## src/rtl/scsa_pkg.sv

```systemverilog
// Package for the size-class slot allocator: field widths, class and status
// codes, the class thresholds and a helper that builds slot masks.
// No dependencies.
package scsa_pkg;

  localparam int unsigned MODE_W    = 1;
  localparam int unsigned SIZE_W    = 16;
  localparam int unsigned SLOT_W    = 6;
  localparam int unsigned STATUS_W  = 3;
  localparam int unsigned CLASS_W   = 2;
  localparam int unsigned MAX_SLOTS = 64;
  localparam int unsigned CNT_W     = 7;

  localparam int unsigned SMALL_SLOTS_DEF  = 32;
  localparam int unsigned MEDIUM_SLOTS_DEF = 32;
  localparam int unsigned LARGE_SLOTS_DEF  = 32;

  localparam logic [SIZE_W-1:0] SMALL_LIMIT  = 16'd8;
  localparam logic [SIZE_W-1:0] MEDIUM_LIMIT = 16'd16;
  localparam logic [SIZE_W-1:0] LARGE_LIMIT  = 16'd32;

  localparam logic [MODE_W-1:0] MODE_ACQUIRE = 1'b0;
  localparam logic [MODE_W-1:0] MODE_RELEASE = 1'b1;

  typedef enum logic [STATUS_W-1:0] {
    ST_GRANTED   = 3'd0,
    ST_EXHAUSTED = 3'd1,
    ST_TOO_LARGE = 3'd2,
    ST_RELEASED  = 3'd3,
    ST_IGNORED   = 3'd4
  } status_t;

  typedef enum logic [CLASS_W-1:0] {
    CLS_SMALL  = 2'd0,
    CLS_MEDIUM = 2'd1,
    CLS_LARGE  = 2'd2,
    CLS_NONE   = 2'd3
  } size_class_t;

  // Mask with the low n bits set, n clamped to the bitmap width.
  function automatic logic [MAX_SLOTS-1:0] slot_mask(int unsigned n);
    logic [MAX_SLOTS-1:0] m;
    m = '0;
    for (int unsigned i = 0; i < MAX_SLOTS; i++) begin
      if (i < n) m[i] = 1'b1;
    end
    return m;
  endfunction

endpackage

```

## src/rtl/scsa_if.sv

```systemverilog
// Valid/ready channel interfaces for the size-class slot allocator:
// one for requests and one for results.
// Depends on scsa_pkg.
interface scsa_req_if;
  logic                          valid;
  logic                          ready;
  logic [scsa_pkg::MODE_W-1:0]   mode;
  logic [scsa_pkg::SIZE_W-1:0]   req_size;
  logic [scsa_pkg::SLOT_W-1:0]   release_slot;

  modport source (output valid, mode, req_size, release_slot, input ready);
  modport sink   (input valid, mode, req_size, release_slot, output ready);
endinterface

interface scsa_rsp_if;
  logic                           valid;
  logic                           ready;
  logic [scsa_pkg::STATUS_W-1:0]  status;
  logic [scsa_pkg::CLASS_W-1:0]   size_class;
  logic [scsa_pkg::SLOT_W-1:0]    slot;

  modport source (output valid, status, size_class, slot, input ready);
  modport sink   (input valid, status, size_class, slot, output ready);
endinterface

```

## src/rtl/size_class_slot_allocator_unit.sv

```systemverilog
// Size-class slot allocator: three in-use bitmaps served one request a cycle while out_rsp is not stalled.
// Depends on scsa_pkg and the channel interfaces in scsa_if.sv.
//
// Usage: requests arrive on in_req (mode, req_size, release_slot) and each
// gives exactly one result beat on out_rsp (status, size_class, slot).
// A count of 8 or less maps to the small class, 16 or less to medium,
// 32 or less to large; anything larger is refused without touching state.
// An acquire grants the lowest free slot of its class; a release frees the
// named slot, or is ignored when the slot lies outside the class.
// Flow: a request accepted into the input register moves into the result
// register when that register is empty or its beat is taken, and its result
// beat is then offered on out_rsp. Throughput: one request per cycle while
// out_rsp is not stalled; the bitmap update and lowest-free-slot encode sit
// between the two registers, and a bitmap changes at the same edge its result
// is registered, so the next request always sees it.
// Reset (rst_n low, synchronous) frees every slot and empties both stages.
// When the receiver holds out_rsp.ready low, the result holds, the request
// in the input register waits, and in_req.ready stays high only while the
// input register is empty.
module size_class_slot_allocator_unit #(
  parameter int unsigned SMALL_SLOTS  = scsa_pkg::SMALL_SLOTS_DEF,
  parameter int unsigned MEDIUM_SLOTS = scsa_pkg::MEDIUM_SLOTS_DEF,
  parameter int unsigned LARGE_SLOTS  = scsa_pkg::LARGE_SLOTS_DEF
) (
  input  logic              clk,
  input  logic              rst_n,
  scsa_req_if.sink          in_req,
  scsa_rsp_if.source        out_rsp
);

  localparam int unsigned MW = scsa_pkg::MAX_SLOTS;
  localparam logic [MW-1:0] SMALL_MASK  = scsa_pkg::slot_mask(SMALL_SLOTS);
  localparam logic [MW-1:0] MEDIUM_MASK = scsa_pkg::slot_mask(MEDIUM_SLOTS);
  localparam logic [MW-1:0] LARGE_MASK  = scsa_pkg::slot_mask(LARGE_SLOTS);
  localparam logic [scsa_pkg::CNT_W-1:0] SMALL_N  = scsa_pkg::CNT_W'(SMALL_SLOTS);
  localparam logic [scsa_pkg::CNT_W-1:0] MEDIUM_N = scsa_pkg::CNT_W'(MEDIUM_SLOTS);
  localparam logic [scsa_pkg::CNT_W-1:0] LARGE_N  = scsa_pkg::CNT_W'(LARGE_SLOTS);

  // Input register.
  logic                            req_vld_r;
  logic [scsa_pkg::MODE_W-1:0]     mode_r;
  logic [scsa_pkg::SIZE_W-1:0]     req_size_r;
  logic [scsa_pkg::SLOT_W-1:0]     rel_slot_r;

  // Result register.
  logic                            rsp_vld_r;
  scsa_pkg::status_t               status_r, status_nxt;
  scsa_pkg::size_class_t           cls_r, cls_nxt;
  logic [scsa_pkg::SLOT_W-1:0]     slot_r, slot_nxt;

  // In-use bitmaps.
  logic [SMALL_SLOTS-1:0]          small_map_r, small_map_nxt;
  logic [MEDIUM_SLOTS-1:0]         medium_map_r, medium_map_nxt;
  logic [LARGE_SLOTS-1:0]          large_map_r, large_map_nxt;

  logic                            advance;
  logic [MW-1:0]                   small_ext, medium_ext, large_ext;
  logic [MW-1:0]                   map_sel, mask_sel, free_bits, low_bit, set_bits, clr_bits;
  logic [scsa_pkg::CNT_W-1:0]      n_sel;
  logic [scsa_pkg::SLOT_W-1:0]     free_idx;
  logic                            do_set, do_clr;

  assign advance      = !rsp_vld_r || out_rsp.ready;
  assign in_req.ready = !req_vld_r || advance;

  assign small_ext  = MW'(small_map_r);
  assign medium_ext = MW'(medium_map_r);
  assign large_ext  = MW'(large_map_r);

  always_comb begin
    cls_nxt = scsa_pkg::CLS_NONE;
    if (req_size_r <= scsa_pkg::SMALL_LIMIT) begin
      cls_nxt = scsa_pkg::CLS_SMALL;
    end else if (req_size_r <= scsa_pkg::MEDIUM_LIMIT) begin
      cls_nxt = scsa_pkg::CLS_MEDIUM;
    end else if (req_size_r <= scsa_pkg::LARGE_LIMIT) begin
      cls_nxt = scsa_pkg::CLS_LARGE;
    end

    unique case (cls_nxt)
      scsa_pkg::CLS_SMALL: begin
        map_sel = small_ext;  mask_sel = SMALL_MASK;  n_sel = SMALL_N;
      end
      scsa_pkg::CLS_MEDIUM: begin
        map_sel = medium_ext; mask_sel = MEDIUM_MASK; n_sel = MEDIUM_N;
      end
      scsa_pkg::CLS_LARGE: begin
        map_sel = large_ext;  mask_sel = LARGE_MASK;  n_sel = LARGE_N;
      end
      default: begin
        map_sel = '0;         mask_sel = '0;          n_sel = '0;
      end
    endcase

    // Isolate the lowest free bit, then encode its position.
    free_bits = ~map_sel & mask_sel;
    low_bit   = free_bits & (~free_bits + MW'(1));
    free_idx  = '0;
    for (int unsigned i = 0; i < MW; i++) begin
      if (low_bit[i]) free_idx = free_idx | scsa_pkg::SLOT_W'(i);
    end

    clr_bits   = MW'(1) << rel_slot_r;
    set_bits   = low_bit;
    do_set     = 1'b0;
    do_clr     = 1'b0;
    slot_nxt   = '0;
    status_nxt = scsa_pkg::ST_TOO_LARGE;

    if (cls_nxt != scsa_pkg::CLS_NONE) begin
      if (mode_r == scsa_pkg::MODE_ACQUIRE) begin
        if (free_bits == '0) begin
          status_nxt = scsa_pkg::ST_EXHAUSTED;
        end else begin
          status_nxt = scsa_pkg::ST_GRANTED;
          slot_nxt   = free_idx;
          do_set     = 1'b1;
        end
      end else if ({1'b0, rel_slot_r} < n_sel) begin
        status_nxt = scsa_pkg::ST_RELEASED;
        slot_nxt   = rel_slot_r;
        do_clr     = 1'b1;
      end else begin
        status_nxt = scsa_pkg::ST_IGNORED;
      end
    end

    small_map_nxt  = small_map_r;
    medium_map_nxt = medium_map_r;
    large_map_nxt  = large_map_r;
    if (req_vld_r && advance) begin
      unique case (cls_nxt)
        scsa_pkg::CLS_SMALL: begin
          if (do_set) small_map_nxt = small_map_r | set_bits[SMALL_SLOTS-1:0];
          if (do_clr) small_map_nxt = small_map_r & ~clr_bits[SMALL_SLOTS-1:0];
        end
        scsa_pkg::CLS_MEDIUM: begin
          if (do_set) medium_map_nxt = medium_map_r | set_bits[MEDIUM_SLOTS-1:0];
          if (do_clr) medium_map_nxt = medium_map_r & ~clr_bits[MEDIUM_SLOTS-1:0];
        end
        scsa_pkg::CLS_LARGE: begin
          if (do_set) large_map_nxt = large_map_r | set_bits[LARGE_SLOTS-1:0];
          if (do_clr) large_map_nxt = large_map_r & ~clr_bits[LARGE_SLOTS-1:0];
        end
        default: begin
        end
      endcase
    end
  end

  always_ff @(posedge clk) begin
    if (!rst_n) begin
      req_vld_r    <= 1'b0;
      rsp_vld_r    <= 1'b0;
      small_map_r  <= '0;
      medium_map_r <= '0;
      large_map_r  <= '0;
    end else begin
      small_map_r  <= small_map_nxt;
      medium_map_r <= medium_map_nxt;
      large_map_r  <= large_map_nxt;
      if (in_req.ready) begin
        req_vld_r <= in_req.valid;
      end
      if (advance) begin
        rsp_vld_r <= req_vld_r;
      end
    end
  end

  always_ff @(posedge clk) begin
    if (in_req.valid && in_req.ready) begin
      mode_r     <= in_req.mode;
      req_size_r <= in_req.req_size;
      rel_slot_r <= in_req.release_slot;
    end
    if (req_vld_r && advance) begin
      status_r <= status_nxt;
      cls_r    <= cls_nxt;
      slot_r   <= slot_nxt;
    end
  end

  assign out_rsp.valid      = rsp_vld_r;
  assign out_rsp.status     = status_r;
  assign out_rsp.size_class = cls_r;
  assign out_rsp.slot       = slot_r;

  // A grant on display is still marked in use in its class bitmap.
  a_grant_marked: assert property (@(posedge clk) disable iff (!rst_n)
    rsp_vld_r && status_r == scsa_pkg::ST_GRANTED |->
      (cls_r == scsa_pkg::CLS_SMALL  && small_ext[slot_r])  ||
      (cls_r == scsa_pkg::CLS_MEDIUM && medium_ext[slot_r]) ||
      (cls_r == scsa_pkg::CLS_LARGE  && large_ext[slot_r]))
    else $error("granted slot not marked in use");

  // The class is none exactly for a too-large refusal.
  a_none_iff_large: assert property (@(posedge clk) disable iff (!rst_n)
    rsp_vld_r |->
      ((status_r == scsa_pkg::ST_TOO_LARGE) == (cls_r == scsa_pkg::CLS_NONE)))
    else $error("class none and too-large status disagree");

  // Bitmaps change only when a request moves into the result register.
  a_map_quiet: assert property (@(posedge clk) disable iff (!rst_n)
    !(req_vld_r && advance) |=>
      $stable(small_map_r) && $stable(medium_map_r) && $stable(large_map_r))
    else $error("bitmap changed without a request");

  // Reset empties both stages.
  a_reset_empty: assert property (@(posedge clk)
    !rst_n |=> !rsp_vld_r && !req_vld_r)
    else $error("stages not empty after reset");

endmodule

```

## src/flat_wrapper.sv

```systemverilog
// flat-port wrapper written by rule: the top's interface ports become plain ports
module size_class_slot_allocator_unit_flat 
#(
  parameter int unsigned SMALL_SLOTS  = scsa_pkg::SMALL_SLOTS_DEF,
  parameter int unsigned MEDIUM_SLOTS = scsa_pkg::MEDIUM_SLOTS_DEF,
  parameter int unsigned LARGE_SLOTS  = scsa_pkg::LARGE_SLOTS_DEF
)
  (clk, rst_n, in_req_valid, in_req_mode, in_req_req_size, in_req_release_slot, in_req_ready, out_rsp_valid, out_rsp_status, out_rsp_size_class, out_rsp_slot, out_rsp_ready);
  scsa_req_if in_req_i ();
  scsa_rsp_if out_rsp_i ();
  input  logic clk;
  input  logic rst_n;
  input wire logic [$bits(in_req_i.valid)-1:0] in_req_valid;
  input wire logic [$bits(in_req_i.mode)-1:0] in_req_mode;
  input wire logic [$bits(in_req_i.req_size)-1:0] in_req_req_size;
  input wire logic [$bits(in_req_i.release_slot)-1:0] in_req_release_slot;
  output wire logic [$bits(in_req_i.ready)-1:0] in_req_ready;
  output wire logic [$bits(out_rsp_i.valid)-1:0] out_rsp_valid;
  output wire logic [$bits(out_rsp_i.status)-1:0] out_rsp_status;
  output wire logic [$bits(out_rsp_i.size_class)-1:0] out_rsp_size_class;
  output wire logic [$bits(out_rsp_i.slot)-1:0] out_rsp_slot;
  input wire logic [$bits(out_rsp_i.ready)-1:0] out_rsp_ready;
  assign in_req_i.valid = in_req_valid;
  assign in_req_i.mode = in_req_mode;
  assign in_req_i.req_size = in_req_req_size;
  assign in_req_i.release_slot = in_req_release_slot;
  assign in_req_ready = in_req_i.ready;
  assign out_rsp_valid = out_rsp_i.valid;
  assign out_rsp_status = out_rsp_i.status;
  assign out_rsp_size_class = out_rsp_i.size_class;
  assign out_rsp_slot = out_rsp_i.slot;
  assign out_rsp_i.ready = out_rsp_ready;
  size_class_slot_allocator_unit #(.SMALL_SLOTS(SMALL_SLOTS), .MEDIUM_SLOTS(MEDIUM_SLOTS), .LARGE_SLOTS(LARGE_SLOTS)) u_core (.clk(clk), .rst_n(rst_n), .in_req(in_req_i), .out_rsp(out_rsp_i));
endmodule
```

## config.mk

```make
export PLATFORM = sky130hd
export DESIGN_NAME = size_class_slot_allocator_unit_flat
export DESIGN_NICKNAME = d
export VERILOG_FILES = /design/src/rtl/scsa_pkg.sv /design/src/rtl/scsa_if.sv /design/src/rtl/size_class_slot_allocator_unit.sv /design/src/flat_wrapper.sv
export SDC_FILE = /design/constraint.sdc
export NUM_CORES = 1
export LEC_CHECK = 0
export BUFFER_PORTS_ARGS = -buffer_cell sky130_fd_sc_hd__buf_2
export CAP_MARGIN = 40
export CORE_ASPECT_RATIO = 1.1
export CORE_MARGIN = 4
export CORE_UTILIZATION = 60
export DETAILED_ROUTE_END_ITERATION = 12
export GPL_ROUTABILITY_DRIVEN = 0
export PLACE_DENSITY = 0.79
export SLEW_MARGIN = 15
export SYNTH_ARGS = -nofsm -noshare
export SYNTH_HDL_FRONTEND = slang
export SYNTH_SLANG_ARGS = --single-unit
export TNS_END_PERCENT = 50
```

## constraint.sdc

```tcl
create_clock -name clk -period 10.75 [get_ports clk]
set_clock_uncertainty 0.2 [all_clocks]
set_input_delay 0.5375 -clock clk [delete_from_list [all_inputs] [get_ports clk]]
set_output_delay 0.5375 -clock clk [all_outputs]
set_load 0.02 [all_outputs]
```

Yosys cells after proc, flatten, opt, wreduce, memory -nomap -nowiden
Cells that the tools add are included.
{ "op_classes": {"order_cmp": 4, "multipliers": 0, "muxes": 128, "bitwise": 11, "n_div": 0, "n_reduce_logical": 12, "shifts": 1, "n_addsub": 1, "n_eq_ne": 9} }
{ "op_table": {"columns": ["cell", "count"], "rows": [
  ["$mux 32", 25],
  ["$mux 6", 41],
  ["$and 32x32->32", 3],
  ["$or 32x32->32", 3],
  ["$pmux 32 s3", 1],
  ["$mux 5", 16],
  ["$add 64x1->64 const B", 1],
  ["$and 64x32->64", 1],
  ["$and 64x64->64", 1],
  ["$logic_not 64->1", 1],
  ["$not 32->64", 1],
  ["$not 64->64", 1],
  ["$mux 3", 11],
  ["$mux 4", 8],
  ["$not 32->32", 1],
  ["$shl 1x6->32 const A", 1],
  ["$mux 1", 19],
  ["$le 16x4->1 const B", 1],
  ["$le 16x5->1 const B", 1],
  ["$le 16x6->1 const B", 1],
  ["$mux 2", 7],
  ["$reduce_and 3->1", 3],
  ["$ne 2x2->1 const B", 4],
  ["$lt 6x7->1", 1],
  ["9 further kinds", 13]
]} }
{ "totals": {"latch_bits": 0, "regBits": 132, "n_memories": 0, "mem_bits_ro": 0, "word_cells": 177, "ramBits": 0, "output_inout_bits": 13} }

Depth between registers and ports, before layout
{ "depth": {"ltp_word": 82, "mapped_depth": 15, "mapped_depth_nobuf": 10} }

Least setup slack after synthesis
Ideal clock, no wire load.
{ "synth_timing": {"path_kind": "flip-flop to flip-flop", "startpoint": "reg u_core.req_size_r[1] (netlist bit)", "endpoint": "reg u_core.slot_r, in the netlist u_core.out_rsp.slot[0] (data pin)", "setup_time_ps": 272, "stages_incl_launch_ff": 13, "n_path_buf": 3, "required_time_ps": 10278, "arrival_ps": 3081, "synth_period_minus_slack_ps": 3554, "path_slack_ps": 7196, "cell_sequence": "edfxtp_1 > or4_1 > buf_6 > mux2_4 > buf_6 > a22oi_1 > a22oi_2 > nand3b_2 > nor4_4 > buf_6 > nand4_1 > o21ai_1 > o211ai_1"} }
{ "synth_between": {"elab_chain_len": 82, "elab_cells_between_ends": 95, "classes_between": "add/sub: 1; order compare: 4; eq/ne: 3; mux: 80; bitwise: 4; reduce/logical: 3"} }
{ "synth_rtl": {"columns": ["item", "line", "text"], "rows": [
  ["from (decl)", "size_class_slot_allocator_unit.sv:42", "logic [scsa_pkg::SIZE_W-1:0] req_size_r;"],
  ["from (signal assigned)", "size_class_slot_allocator_unit.sv:174", "req_size_r <= in_req.req_size;"],
  ["$le 16x6->1", "size_class_slot_allocator_unit.sv:76", "end else if (req_size_r <= scsa_pkg::LARGE_LIMIT) begin"],
  ["$mux 1", "size_class_slot_allocator_unit.sv:76", null],
  ["$mux 2", "size_class_slot_allocator_unit.sv:74", "end else if (req_size_r <= scsa_pkg::MEDIUM_LIMIT) begin"],
  ["$mux 2", "size_class_slot_allocator_unit.sv:72", "if (req_size_r <= scsa_pkg::SMALL_LIMIT) begin"],
  ["$mux 2", "size_class_slot_allocator_unit.sv:74", null],
  ["$mux 2", "size_class_slot_allocator_unit.sv:72", null],
  ["$mux 2 (*)", "size_class_slot_allocator_unit.sv:72", null],
  ["$eq 2x2->1 (tied with other cells)", "size_class_slot_allocator_unit.sv:80", "unique case (cls_nxt)"],
  ["(+13 left out)", null, null],
  ["$mux 4 (8 in series)", "size_class_slot_allocator_unit.sv:100", "if (low_bit[i]) free_idx = free_idx | scsa_pkg::SLOT_W'(i);"],
  ["$mux 5 (16 in series)", "size_class_slot_allocator_unit.sv:100", null],
  ["$mux 6 (32 in series)", "size_class_slot_allocator_unit.sv:100", null],
  ["$mux 6", "size_class_slot_allocator_unit.sv:112", "if (free_bits == '0) begin"],
  ["$mux 6", "size_class_slot_allocator_unit.sv:111", "if (mode_r == scsa_pkg::MODE_ACQUIRE) begin"],
  ["$mux 6", "size_class_slot_allocator_unit.sv:110", "if (cls_nxt != scsa_pkg::CLS_NONE) begin"],
  ["$mux 6", "size_class_slot_allocator_unit.sv:111", null],
  ["$mux 6", "size_class_slot_allocator_unit.sv:110", null],
  ["to (signal assigned)", "size_class_slot_allocator_unit.sv:180", "slot_r <= slot_nxt;"],
  ["to (decl)", "size_class_slot_allocator_unit.sv:49", "logic [scsa_pkg::SLOT_W-1:0] slot_r, slot_nxt;"]
]} }
Mark *: on every way between the ends. The rest lies on a longest branch, timed or not. The select of a mux whose other input is x is not followed.
A chain may end at the register's enable or synchronous reset.

Worst setup path after layout
{ "layout_timing": {"startpoint": "reg u_core.req_size_r[10] (netlist bit)", "endpoint": "reg u_core.small_map_r[23]"} }
{ "layout_between": {"elab_chain_len": 23, "elab_cells_between_ends": 48, "classes_between": "add/sub: 1; order compare: 4; eq/ne: 5; mux: 29; bitwise: 5; reduce/logical: 4"} }
{ "layout_rtl": {"columns": ["item", "line", "text"], "rows": [
  ["$le 16x6->1", "size_class_slot_allocator_unit.sv:76", null],
  ["$mux 1", "size_class_slot_allocator_unit.sv:76", null],
  ["$mux 2", "size_class_slot_allocator_unit.sv:74", null],
  ["$mux 2", "size_class_slot_allocator_unit.sv:72", null],
  ["$mux 2", "size_class_slot_allocator_unit.sv:74", null],
  ["$mux 2", "size_class_slot_allocator_unit.sv:72", null],
  ["$mux 2 (*)", "size_class_slot_allocator_unit.sv:72", null],
  ["$eq 2x2->1 (tied with other cells)", "size_class_slot_allocator_unit.sv:80", null],
  ["(+7 left out)", null, null],
  ["$mux 32", "size_class_slot_allocator_unit.sv:134", "if (do_set) small_map_nxt = small_map_r | set_bits[SMALL_SLOTS-1:0];"],
  ["$mux 32", "size_class_slot_allocator_unit.sv:132", "unique case (cls_nxt)"],
  ["$mux 32", "size_class_slot_allocator_unit.sv:131", "if (req_vld_r && advance) begin"],
  ["$mux 32", "size_class_slot_allocator_unit.sv:135", "if (do_clr) small_map_nxt = small_map_r & ~clr_bits[SMALL_SLOTS-1:0];"],
  ["$mux 32", "size_class_slot_allocator_unit.sv:132", null],
  ["$mux 32", "size_class_slot_allocator_unit.sv:131", null],
  ["$mux 32", "size_class_slot_allocator_unit.sv:132", null],
  ["$mux 32", "size_class_slot_allocator_unit.sv:131", null],
  ["to (signal assigned)", "size_class_slot_allocator_unit.sv:159", "small_map_r <= small_map_nxt;"],
  ["to (decl)", "size_class_slot_allocator_unit.sv:52", "logic [SMALL_SLOTS-1:0] small_map_r, small_map_nxt;"]
]} }
Marked as above.

==> impl_metrics.csv <==
group,metric,value,unit
cts,cts_setup_buffers,0,
pwr,p_comb_share,4.0,%
critical_path,crit_fanout,32,
synth,synth_top_family_by_area,"compound AO/OA/AOI/OAI gates",
min_path,whs_path_depth,1,
critical_path,rr_endpoint,"u_core.small_map_r[23]",
die,rows,40,
synth,synth_compound_area_share,27.8,%
min_path,hp-start,"in_req_req_size[7]",
detailed_routing,dr.pass1.iters,8,
pwr,switching_share,21.7,%
die,io-pin-count,40,
cts,cts_sinks,132,
timing,finalCriticalPeriod,4.70,ns
die,fp.dieArea,0.0133,mm²
pwr,vdd_drop_max,0.000120,V
cts,clockBufferDepth,2,
timing,worst_slew_pin_slew,0.919,ns
timing,max_freq,0.213,GHz
cts,clkLatencyLatePin,0.43,ns
placement,port_buffers,39,
detailed_routing,antenna_left,0,
die,fp.coreArea,0.0111,mm²
die,die_w,111,µm
cts,hold_buffers,0,
critical_path,critical_path.slowest_cell,"and3_1",
synth,synth_fp_nets,809,
cts,cts_inserted_buffers,17,
outcome,status,"completed",
placement,placed_area,0.00719,mm²
critical_path,reg2reg_slack,6.05,ns
pwr,p_switching,258,µW
critical_path,max_stage_delay,0.81,ns
detailed_routing,vias_per_cell,7.43,
detailed_routing,wirelength_met1,8.07,mm
synth,synth_cell_types,78,
timing,rsz0062_at_grt,"false",
critical_path,worstSetupPathType,"reg -> reg",
synth,synthXorXnorAreaFrac,0,%
placement,dp_hpwl,14.5,mm
cells_and_area,layout.nets,824,
cts,root_buffer,"clkbuf_16",
cells_and_area,fin_area,0.00783,mm²
timing,finalHoldViolCount,0,
synth,yosys_register_bits,132,
synth,synthArstFlopShare,0,%
critical_path,crit_buf_inv,2,
grt,grt_pass1_wl,34.9,mm
detailed_routing,wl_per_cell,23.4,µm
critical_path,r2r_cells,12,
timing,drv_slew,0,
synth,syn_area,0.00694,mm²
grt,grt_max_degree,83,
detailed_routing,wl_met2,10.4,mm
critical_path,cp-start-kind,"register",
pwr,pwr-share-seq,44.1,%
grt,gr-total-overflow,0,
critical_path,cp_data_arrival_time,4.85,ns
critical_path,crit_start,"u_core.req_size_r[10]",
pwr,p_leak,2.59,nW
grt,grt_use_total,32.8,%
pwr,powerDensity,152,mW/mm²
critical_path,end_kind,"register",
synth,avgSynthCellArea,8.87,µm²
pwr,power_frac_clock,51.9,%
cells_and_area,synthToLayoutAreaGrowth,12.8,%
die,initial_core_util,62.4,%
pwr,internal-power,931,µW
timing,setup_viol,0,
cts,cts_resized,0,
timing,fin_tns_setup,0,ns
synth,synth_edf_count,34,
detailed_routing,met3WireLength,2.72,mm
cts,cts_tree,"yes",
min_path,hold_end,"u_core.req_size_r[7]",
detailed_routing,dr.max_layer_used,"met4",
critical_path,worstPathCellList,"nor4_4 -> and3_1 -> nand2b_1 -> buf_4 -> a2111oi_0 -> a211o_2 -> nor4_4 -> buf_4 -> nand4_4 -> nand3_2 -> o21a_1 -> nor2_1",
cells_and_area,fillers,845,
critical_path,r2r-start,"u_core.req_size_r[10]",
timing,maxSlewHeadroom,38.6,%
detailed_routing,vias,7114,
synth,yosys.area_share.simple,23.1,%
synth,synth_mux_area_share,0.956,%
grt,grt_pass1_vias,6889,
die,die_h,121,µm
synth,ys_seq_area_share,43.0,%
cells_and_area,antenna_cells,0,
synth,synth_warnings,0,
critical_path,cp_data_required_time,10.90,ns
detailed_routing,route.detailed.drc,0,
cts,path_clk_slew,0.06,ns
grt,antenna_found_initial,0,
min_path,hold_class,"in -> reg",
synth,synthAdderAreaFrac,0,%
synth,syn_inst,782,
cells_and_area,drive_above_1_share,14.7,%
detailed_routing,routed_wl,22.4,mm
cts,cts_htree_levels,4,
critical_path,cp_top_family,"simple AND/OR/NAND/NOR gates",
timing,post-route-period-util,43.7,%
run,cap_violations,0,
detailed_routing,drt_iter0_drc,1290,
synth,synth_ff_type,"dfxtp_1",
## worst reg2reg max path, delay by kind of cell, from the launching register on
family,cells,cell delay (ns)
and+or+nand+nor,7,2.23
AOI/OAI and AO/OA,3,1.33
buffers and inverters,2,0.47
DFF,1,0.40
## registers in the layout, indices dropped and copies added (netlist names)
name	cells
u_core.medium_map_r	32
u_core.small_map_r	32
u_core.req_size_r	16
u_core.rel_slot_r	6
u_core.req_vld_r	1
u_core.out_rsp.slot	6
u_core.mode_r	1
u_core.out_rsp.valid	1
u_core.out_rsp.status	3
u_core.large_map_r	32
u_core.out_rsp.size_class	2
## cell usage after synthesis, types with 3 or more instances
cell type	n	area share [%]
dfxtp_1	98	28
o21ai_0	93	6.7
o22ai_1	68	6.1
nand2_1	67	3.6
nand3_1	49	3.5
nor2_1	39	2.1
edfxtp_1	34	15
clkbuf_1	29	1.6
nand4_1	29	2.6
o211ai_1	22	2.4
nor3_1	19	1.4
buf_2	16	1.2
a211o_1	13	1.6
and3_1	11	0.99
a21oi_1	10	0.72
nor4_1	10	0.90
inv_1	9	0.49
nand3b_1	9	0.97
a22o_1	8	1.0
nor2b_1	8	0.72
o21a_1	8	0.87
a211oi_1	7	0.76
buf_6	7	1.1
a221o_1	6	0.87
and2_1	6	0.54
nand2b_1	6	0.54
o21ai_1	6	0.43
a221oi_1	5	0.63
buf_4	5	0.54
nor3b_1	5	0.54
or3_1	5	0.45
a2111oi_0	4	0.50
mux2i_1	4	0.58
nand3_2	4	0.58
nor4_4	4	1.2
a21o_1	3	0.32
a32o_1	3	0.43
buf_1	3	0.16
o311ai_0	3	0.38
o31ai_2	3	0.54
## power by group through the flow
stage | Clock, mW | Combinational [mW] | Sequential, mW
6_report | 0.617 | 0.0474 | 0.525
5_1_grt | 0.647 | 0.0493 | 0.525
4_1_cts | 0.620 | 0.0451 | 0.525
3_5_place_dp | 0 | 0.0450 | 0.535
3_3_place_gp | 0 | 0.0423 | 0.535
2_1_floorplan | 0 | 0.0275 | 0.534
## cells in the final DEF, fill, tap and decap left out, types with 5 or more instances in the layout
cell type and instances:
or3_1 5, a221o_1 6, o21ai_1 6, nand3b_1 9, dfxtp_1 98, a211oi_1 7, nor3_1 19, o21ai_0 93
edfxtp_1 34, o22ai_1 68, a22o_1 8, nor2b_1 8, nor2_1 39, buf_2 40, nor3b_1 5, nand3_1 49
nand4_1 29, nand2_1 67, and3_1 11, buf_4 9, and2_1 6, a211o_1 13, nor4_1 10, inv_1 9
a21oi_1 10, o211ai_1 22, a221oi_1 5, o21a_1 8, nand2b_1 6, clkbuf_16 17
## routing by layer
layer  vias to the layer above  global-route usage, %
met5                         -                      0
met2                       576                   52.9
met1                      3323                   38.6
met3                       140                   9.31
met4                         0                   20.8
li1                       3075                      -
## how the worst max path moves through the flow
| stage | endpoint | slack, ns | cells after the start |
|---|---|---|---|
| after global placement | u_core.small_map_r[23] | 6.03 | 11 |
| final | u_core.small_map_r[23] | 6.05 | 12 |
| after floorplan | u_core.out_rsp.slot[0] | 7.20 | 12 |
| after global routing | u_core.small_map_r[23] | 5.75 | 12 |
| after detailed placement | u_core.medium_map_r[1] | 6.20 | 11 |
| after CTS | u_core.medium_map_r[1] | 6.16 | 12 |
## layout make-up
class | count | area, µm² | share of cell area [%]
multi-input combinational | 580 | 3600 | 46.0
sequential | 132 | 2980 | 38.1
clock buffer | 20 | 457 | 5.83
timing repair buffer | 56 | 388 | 4.96
tap | 147 | 184 | 2.35
clock inverter | 12 | 178 | 2.27
inverter | 10 | 37.5 | 0.480
## cell families after synthesis
logic type / after synthesis
and+or+nand+nor: 288
buffers and inverters: 70
other: 1
AOI/OAI and AO/OA: 285
muxes: 6
DFF: 132
## per-stage QoR
step | hold slack, ns | cells | power [mW] | util (%) | setup WS, ns
2_1_floorplan | 0.259 | 782 | 0.562 | - | 7.20
3_3_place_gp | 0.267 | 915 | 0.577 | 63.5 | 6.03
3_5_place_dp | 0.276 | 924 | 0.580 | 64.7 | 6.20
4_1_cts | 0.0728 | 956 | 1.19 | 70.4 | 6.16
5_1_grt | 0.0642 | 957 | 1.22 | 70.5 | 5.75
6_report | 0.0835 | 957 | 1.19 | 70.5 | 6.05
No activity file was read; power rests on OpenSTA's default activity.
